--- config.mk ---
export PLATFORM = sky130hd
export DESIGN_NAME = bwts_addr
export DESIGN_NICKNAME = d
export VERILOG_FILES = /design/src/hw/rtl/bwts_pkg.sv /design/src/hw/rtl/bwts_addr.sv
export SDC_FILE = /design/constraint.sdc
export NUM_CORES = 1
export LEC_CHECK = 0
export ABC_AREA = 1
export BUFFER_PORTS_ARGS = -buffer_cell sky130_fd_sc_hd__buf_2
export CAP_MARGIN = 20
export CORE_UTILIZATION = 45
export CTS_BUF_LIST = sky130_fd_sc_hd__clkbuf_8
export CTS_CLUSTER_DIAMETER = 200
export DETAILED_ROUTE_END_ITERATION = 10
export PLACE_DENSITY = 0.62
export SLEW_MARGIN = 20
export SYNTH_ARGS = -nofsm -noshare
export SYNTH_HDL_FRONTEND = slang
export SYNTH_SLANG_ARGS = --single-unit
--- constraint.sdc ---
create_clock -name clk -period 19.7 [get_ports clk]
set_input_delay 3.94 -clock clk [delete_from_list [all_inputs] [get_ports clk]]
set_output_delay 3.94 -clock clk [all_outputs]
set_load 0.01 [all_outputs]
--- src/hw/rtl/bwts_pkg.sv ---
// Shared types, constants and address helpers of the bilinear sampler.
package bwts_pkg;

	localparam int COORD_W     = 32;
	localparam int CH_W        = 16;
	localparam int TEXEL_AW    = 16;
	localparam int TEXEL_DEPTH = 1 << TEXEL_AW;
	localparam int SIZE_W      = 9;
	localparam int MAX_WIDTH   = 256;
	localparam int MAX_HEIGHT  = 256;
	localparam int P_W         = SIZE_W + 17;   // signed n*size - 0.5
	localparam int FRAC_W      = 18;            // signed fraction and 1-f
	localparam int L_W         = 36;            // row blend, scale 2^16
	localparam int T_W         = 56;            // column blend, scale 2^32
	localparam int FIFO_DEPTH  = 16;
	localparam int FIFO_AW     = $clog2(FIFO_DEPTH);
	localparam int CNT_W       = FIFO_AW + 1;

	localparam int CFG_IDX_W   = 2;
	localparam logic [CFG_IDX_W-1:0] REG_IMAGE_WIDTH     = 2'd0;
	localparam logic [CFG_IDX_W-1:0] REG_IMAGE_HEIGHT    = 2'd1;
	localparam logic [CFG_IDX_W-1:0] REG_TEXTURE_PRESENT = 2'd2;

	localparam logic CMD_SAMPLE = 1'b0;
	localparam logic CMD_LOAD   = 1'b1;

	typedef struct packed {
		logic [CH_W-1:0] r;
		logic [CH_W-1:0] g;
		logic [CH_W-1:0] b;
	} texel_t;

	typedef logic [2:0][CH_W-1:0] chan_vec_t;

	typedef struct packed {
		logic valid;
		logic load;
		logic zero;
	} ctrl_t;

	typedef struct packed {
		logic [SIZE_W-1:0]        i0;
		logic [SIZE_W-1:0]        i1;
		logic signed [FRAC_W-1:0] frac;
	} loc_t;

	// Zero is taken as one, anything past the maximum as the maximum.
	function automatic logic [SIZE_W-1:0] eff_size(input logic [SIZE_W-1:0] v, input int maxv);
		logic [SIZE_W-1:0] r;
		if (v == '0) r = SIZE_W'(1);
		else if (int'(v) > maxv) r = SIZE_W'(maxv);
		else r = v;
		return r;
	endfunction

	// Base texel, clamped neighbor and signed fraction from p = n*size - 0.5.
	function automatic loc_t locate(input logic signed [P_W-1:0] p, input logic [SIZE_W-1:0] size);
		loc_t              r;
		logic [SIZE_W-1:0] base;
		logic [SIZE_W-1:0] smax;
		logic [SIZE_W:0]   nxt;
		smax = size - SIZE_W'(1);
		if (p < 0) begin
			// low edge: base 0, negative fraction extrapolates
			base   = '0;
			r.frac = p[FRAC_W-1:0];
		end else begin
			base   = p[SIZE_W+15:16];
			r.frac = {2'b00, p[15:0]};
		end
		if (base > smax) base = smax;
		nxt  = {1'b0, base} + (SIZE_W+1)'(1);
		r.i0 = base;
		r.i1 = (nxt > {1'b0, smax}) ? smax : nxt[SIZE_W-1:0];
		return r;
	endfunction

endpackage

--- src/hw/rtl/bwts_addr.sv ---
// Coordinate wrap, scale, edge clamp and texel address generation.
module bwts_addr import bwts_pkg::*; (
	input  logic                     clk,
	input  logic                     arst_n,
	input  logic                     in_acc,
	input  logic                     in_cmd,
	input  logic [15:0]              u_lo,
	input  logic [15:0]              v_lo,
	input  logic [TEXEL_AW-1:0]      texel_index,
	input  texel_t                   texel_in,
	input  logic [SIZE_W-1:0]        width,
	input  logic [SIZE_W-1:0]        height,
	input  logic                     present,
	output ctrl_t                    ctrl_s2,
	output logic [TEXEL_AW-1:0]      addr00,
	output logic [TEXEL_AW-1:0]      addr10,
	output logic [TEXEL_AW-1:0]      addr01,
	output logic [TEXEL_AW-1:0]      addr11,
	output logic [TEXEL_AW-1:0]      widx_s2,
	output texel_t                   texel_s2,
	output logic signed [FRAC_W-1:0] fx_s2,
	output logic signed [FRAC_W-1:0] fy_s2
);

	localparam int PROD_W = 16 + SIZE_W;
	localparam int ROW_W  = 2 * SIZE_W;

	logic [PROD_W-1:0]       u_prod, v_prod;
	logic signed [P_W-1:0]   px_d, py_d;
	ctrl_t                   ctrl_s1;
	logic signed [P_W-1:0]   px_s1, py_s1;
	logic [TEXEL_AW-1:0]     idx_s1;
	texel_t                  texel_s1;
	loc_t                    locx, locy;
	logic [SIZE_W-1:0]       x0_s2, x1_s2;
	logic [ROW_W-1:0]        y0w_s2, y1w_s2;
	logic [ROW_W-1:0]        s00, s10, s01, s11;

	// scale wrapped coordinate by image size, minus half a texel
	assign u_prod = PROD_W'(u_lo) * PROD_W'(width);
	assign v_prod = PROD_W'(v_lo) * PROD_W'(height);
	assign px_d   = $signed({1'b0, u_prod}) - P_W'(32768);
	assign py_d   = $signed({1'b0, v_prod}) - P_W'(32768);

	// stage 1 control
	always_ff @(posedge clk or negedge arst_n) begin
		if (!arst_n) begin
			ctrl_s1 <= '0;
		end else begin
			ctrl_s1.valid <= in_acc;
			ctrl_s1.load  <= (in_cmd == CMD_LOAD);
			ctrl_s1.zero  <= !present;
		end
	end

	// stage 1 payload
	always_ff @(posedge clk) begin
		px_s1    <= px_d;
		py_s1    <= py_d;
		idx_s1   <= texel_index;
		texel_s1 <= texel_in;
	end

	assign locx = locate(px_s1, width);
	assign locy = locate(py_s1, height);

	// stage 2 control
	always_ff @(posedge clk or negedge arst_n) begin
		if (!arst_n) ctrl_s2 <= '0;
		else ctrl_s2 <= ctrl_s1;
	end

	// stage 2 payload: row offsets y*width
	always_ff @(posedge clk) begin
		x0_s2    <= locx.i0;
		x1_s2    <= locx.i1;
		y0w_s2   <= ROW_W'(locy.i0) * ROW_W'(width);
		y1w_s2   <= ROW_W'(locy.i1) * ROW_W'(width);
		fx_s2    <= locx.frac;
		fy_s2    <= locy.frac;
		widx_s2  <= idx_s1;
		texel_s2 <= texel_s1;
	end

	// store addresses wrap to the address width
	assign s00    = ROW_W'(x0_s2) + y0w_s2;
	assign s10    = ROW_W'(x1_s2) + y0w_s2;
	assign s01    = ROW_W'(x0_s2) + y1w_s2;
	assign s11    = ROW_W'(x1_s2) + y1w_s2;
	assign addr00 = s00[TEXEL_AW-1:0];
	assign addr10 = s10[TEXEL_AW-1:0];
	assign addr01 = s01[TEXEL_AW-1:0];
	assign addr11 = s11[TEXEL_AW-1:0];

endmodule

==> results.json <==
{
  "post_cts_hold_buffer_count": 0,
  "cp.buffers_inverters": 10,
  "final-hold-violation-count": 0,
  "remaining_drc_errors": 0,
  "detail_route.wirelength_um": 56700,
  "critical_path.endpoint_type": "flop",
  "per_cell_via_count_in_the_routed_design": 4.87,
  "path_common_cell": "sky130_fd_sc_hd__nor2_1",
  "synth_top_area_share_pct": 25.4,
  "clock-sinks": 272,
  "clock_insertion_delay_worst_skew_ns": 0.66,
  "critical_path.slowest_cell": "sky130_fd_sc_hd__fa_1",
  "clock_skew_ns": 0.0556,
  "timing.critical_path.max_delay_family": "adder cells",
  "die_area_um2": 53000,
  "cap_violations": 0,
  "globalplace.congestion": 0.964,
  "synth_enable_flop_cells": 0,
  "vert_die_dim_um": 230,
  "clock_tree.htree_level_count": 2,
  "timing.setup.tns_ns": 0,
  "synth.area.top_cells": "sky130_fd_sc_hd__fa_1 25%, sky130_fd_sc_hd__dfxtp_1 23%, sky130_fd_sc_hd__ha_1 15%",
  "ant_nets": 0,
  "flip_flop_cell_with_the_highest_count_after_synthesis": "sky130_fd_sc_hd__dfxtp_1",
  "hold_start": "py_s1[11]",
  "grt_pass1_wl_um": 93600,
  "pin_count": 286,
  "antenna-diode-count": 0,
  "relSlewSlack_pct": 46.9,
  "grt_max_degree": 34,
  "grt_overflow": 0,
  "maxSlewViolCount": 0,
  "route.detailed.wl_per_inst_um": 15.3,
  "run_status": "completed",
  "crit_fanout": 19,
  "whs_endpoint": "fy_s2[11]",
  "synthArstFlopShare_pct": 2.21,
  "via_count": 18100,
  "final_layout_size_suffix_gt1_share_pct": 13.3,
  "antenna_found_initial": 2,
  "timing.critical_path.slowest_cell_delay_ns": 0.51,
  "yosysWarnings": 0,
  "crit_path_start_kind": "input pin",
  "die_extent_in_x_um": 230,
  "total_clock_buffers_created_by_cts": 46,
  "drt_pass1_iterations": 6,
  "tritoncts": "yes",
  "timing.reg2reg.setup_slack_ns": 10.53,
  "row_count": 83,
  "required_worst_endpoint_ns": 20.20,
  "coreArea_um2": 51400,
  "post_cts.repair.setup_buffers": 0,
  "synthDominantAreaCellType": "sky130_fd_sc_hd__fa_1",
  "clkSlewWorstSetupHoldPaths_ns": 0.06,
  "rr_endpoint": "y1w_s2[14]",
  "dr.first_iter.drc_count": 807,
  "dpl.cell_count": 3628,
  "cts-root-to-sink-buffers": 3,
  "rsz_0062_raised_after_global_routing": "false",
  "grtUsageTotal_pct": 22.0,
  "synth_area_um2": 23400,
  "netlist_instances": 2750,
  "fmax_ghz": 0.0765,
  "reg2reg_depth": 55,
  "yosys_register_bits": 272,
  "whs_path_depth": 0,
  "worst-setup-path-type": "in2reg",
  "via_count_of_the_first_global_routing_pass": 18900,
  "synth_nets": 3449,
  "worst_slew_pin_slew_ns": 0.796,
  "cts_resized": 0,
  "place.port_buffers": 285,
  "design.final.nets": 3695,
  "yosysSeqAreaShare_pct": 23.4,
  "holdCritPathClass": "reg2reg",
  "dp_hpwl_um": 46400,
  "cts_root_buffer": "sky130_fd_sc_hd__clkbuf_8",
  "area_delta_synth_final_pct": 12.4,
  "final.period_utilization_pct": 66.4,
  "floorplan.initialDensity_pct": 45.6,
  "regToRegStartpoint": "py_s1[25]",
  "yosys.cell_types.count": 47,
  "post-route-min-period_ns": 13.08,
  "layoutNonFillerInstCount": 3712,
  "timing.critical_path.arrival_ns": 13.58,
  "number_of_setup_violations_in_the_final_report": 0,
  "syn_avg_cell_area_um2": 8.52
}
-- area by class of cell --
cell class                      count  area, um^2
Timing Repair Buffer              287        1440
Clock buffer                       58         798
Inverter                          623        2340
Multi-Input combinational cell   1766       15200
Tap cell                          680         851
Sequential cell                   272        5480
Clock inverter                     26         213
Fill cell                        4945       25000
-- placed cells by master, fill, tap and decap left out, types with 10 or more instances in the layout --
cell type	count
sky130_fd_sc_hd__nand4_1	12
sky130_fd_sc_hd__buf_2	285
sky130_fd_sc_hd__inv_1	621
sky130_fd_sc_hd__xor2_1	102
sky130_fd_sc_hd__nand3_1	46
sky130_fd_sc_hd__clkbuf_8	58
sky130_fd_sc_hd__inv_2	10
sky130_fd_sc_hd__fa_1	298
sky130_fd_sc_hd__a21oi_1	102
sky130_fd_sc_hd__dfxtp_1	266
sky130_fd_sc_hd__xnor2_1	39
sky130_fd_sc_hd__nor3_1	12
sky130_fd_sc_hd__nand2_1	582
sky130_fd_sc_hd__nor2_1	159
sky130_fd_sc_hd__o21ai_0	50
sky130_fd_sc_hd__ha_1	282
sky130_fd_sc_hd__nand2_2	10
-- how the worst max path moves through the flow --
stage	cells past startpoint	startpoint	endpoint	slack, ns
6_report	54	height[0]	y1w_s2[14]	6.62
5_1_grt	56	height[0]	y1w_s2[14]	5.79
4_1_cts	55	height[0]	y1w_s2[14]	6.73
3_5_place_dp	55	height[0]	y1w_s2[14]	6.06
3_3_place_gp	54	height[0]	y1w_s2[14]	6.29
2_1_floorplan	57	height[0]	y1w_s2[14]	7.50
-- worst register-to-register path: cells and delay by family (launching register included) --
family                   cells  cell delay, ns
AO/OA/AOI/OAI                7            1.33
XOR/XNOR                     2            0.28
adder cells (fa/ha/maj)      8            3.20
buffers and inverters       11            1.03
flip-flops                   1            0.46
AND/OR/NAND/NOR             27            2.72
-- sequential cells by signal (all words and copies together), names as in the netlist --
signal / cells
fx_s2: 18
fy_s2: 18
ctrl_s2: 3
y1w_s2: 16
idx_s1: 16
y0w_s2: 16
x0_s2: 9
texel_s2: 48
widx_s2: 16
ctrl_s1: 3
py_s1: 26
px_s1: 26
x1_s2: 9
texel_s1: 48
-- cell families after synthesis --
kind of cell	after synthesis	synth area share, %
AOI/OAI and AO/OA	203	4.85
xor gates and xnor gates	141	5.27
adders and majority gates	580	40.5
buffers and inverters	712	11.6
DFF	272	23.4
and+or+nand+nor	842	14.4
-- metal layers --
layer | global-route usage [%] | vias to the layer above | share of wire, %
met3 | 3.86 | 111 | 5.9
li1 | - | 8715 | -
met1 | 27.1 | 8701 | 42
met2 | 38.2 | 548 | 49
met4 | 7.99 | 4 | 3.2
met5 | 0 | - | 0.041
-- stage by stage --
stage / worst slack (ns) / hold WS, ns / area, um^2 / util (%)
after global routing: 5.79 / 0.324 / 26400 / 51.3
after detailed placement: 6.06 / 0.312 / 25400 / 49.3
final: 6.62 / 0.322 / 26400 / 51.3
after CTS: 6.73 / 0.322 / 26400 / 51.3
after floorplan: 7.50 / 0.310 / 23400 / -
after global placement: 6.29 / 0.310 / 25400 / 49.3
-- cells in the mapped netlist, types with 2 or more instances --
| cell | count |
|---|---|
| sky130_fd_sc_hd__buf_4 | 3 |
| sky130_fd_sc_hd__a21boi_0 | 4 |
| sky130_fd_sc_hd__o21bai_1 | 6 |
| sky130_fd_sc_hd__nor2_2 | 4 |
| sky130_fd_sc_hd__o21ai_0 | 50 |
| sky130_fd_sc_hd__o21a_1 | 4 |
| sky130_fd_sc_hd__inv_1 | 610 |
| sky130_fd_sc_hd__a211oi_1 | 9 |
| sky130_fd_sc_hd__dfxtp_1 | 266 |
| sky130_fd_sc_hd__nor2_1 | 159 |
| sky130_fd_sc_hd__nand2_1 | 582 |
| sky130_fd_sc_hd__xnor2_1 | 39 |
| sky130_fd_sc_hd__nand2_4 | 2 |
| sky130_fd_sc_hd__dfrtp_1 | 6 |
| sky130_fd_sc_hd__nand4_1 | 12 |
| sky130_fd_sc_hd__a21o_1 | 4 |
| sky130_fd_sc_hd__or2_2 | 4 |
| sky130_fd_sc_hd__nand3_1 | 46 |
| sky130_fd_sc_hd__nor4_1 | 3 |
| sky130_fd_sc_hd__buf_1 | 8 |
| sky130_fd_sc_hd__o2111ai_1 | 2 |
| sky130_fd_sc_hd__clkbuf_1 | 66 |
| sky130_fd_sc_hd__buf_2 | 8 |
| sky130_fd_sc_hd__a21oi_1 | 102 |
| sky130_fd_sc_hd__nand2_2 | 10 |
| sky130_fd_sc_hd__nand3_2 | 3 |
| sky130_fd_sc_hd__o21ai_1 | 7 |
| sky130_fd_sc_hd__o21ai_2 | 5 |
| sky130_fd_sc_hd__ha_1 | 282 |
| sky130_fd_sc_hd__nor3_1 | 12 |
| sky130_fd_sc_hd__inv_2 | 10 |
| sky130_fd_sc_hd__a31oi_1 | 4 |
| sky130_fd_sc_hd__buf_6 | 4 |
| sky130_fd_sc_hd__nand4_2 | 2 |
| sky130_fd_sc_hd__clkinv_1 | 2 |
| sky130_fd_sc_hd__xor2_1 | 102 |
| sky130_fd_sc_hd__fa_1 | 298 |
Power is left out: the tool's default activity adds up to more than one toggle a clock period on the data nets, which glitch-free logic cannot reach.
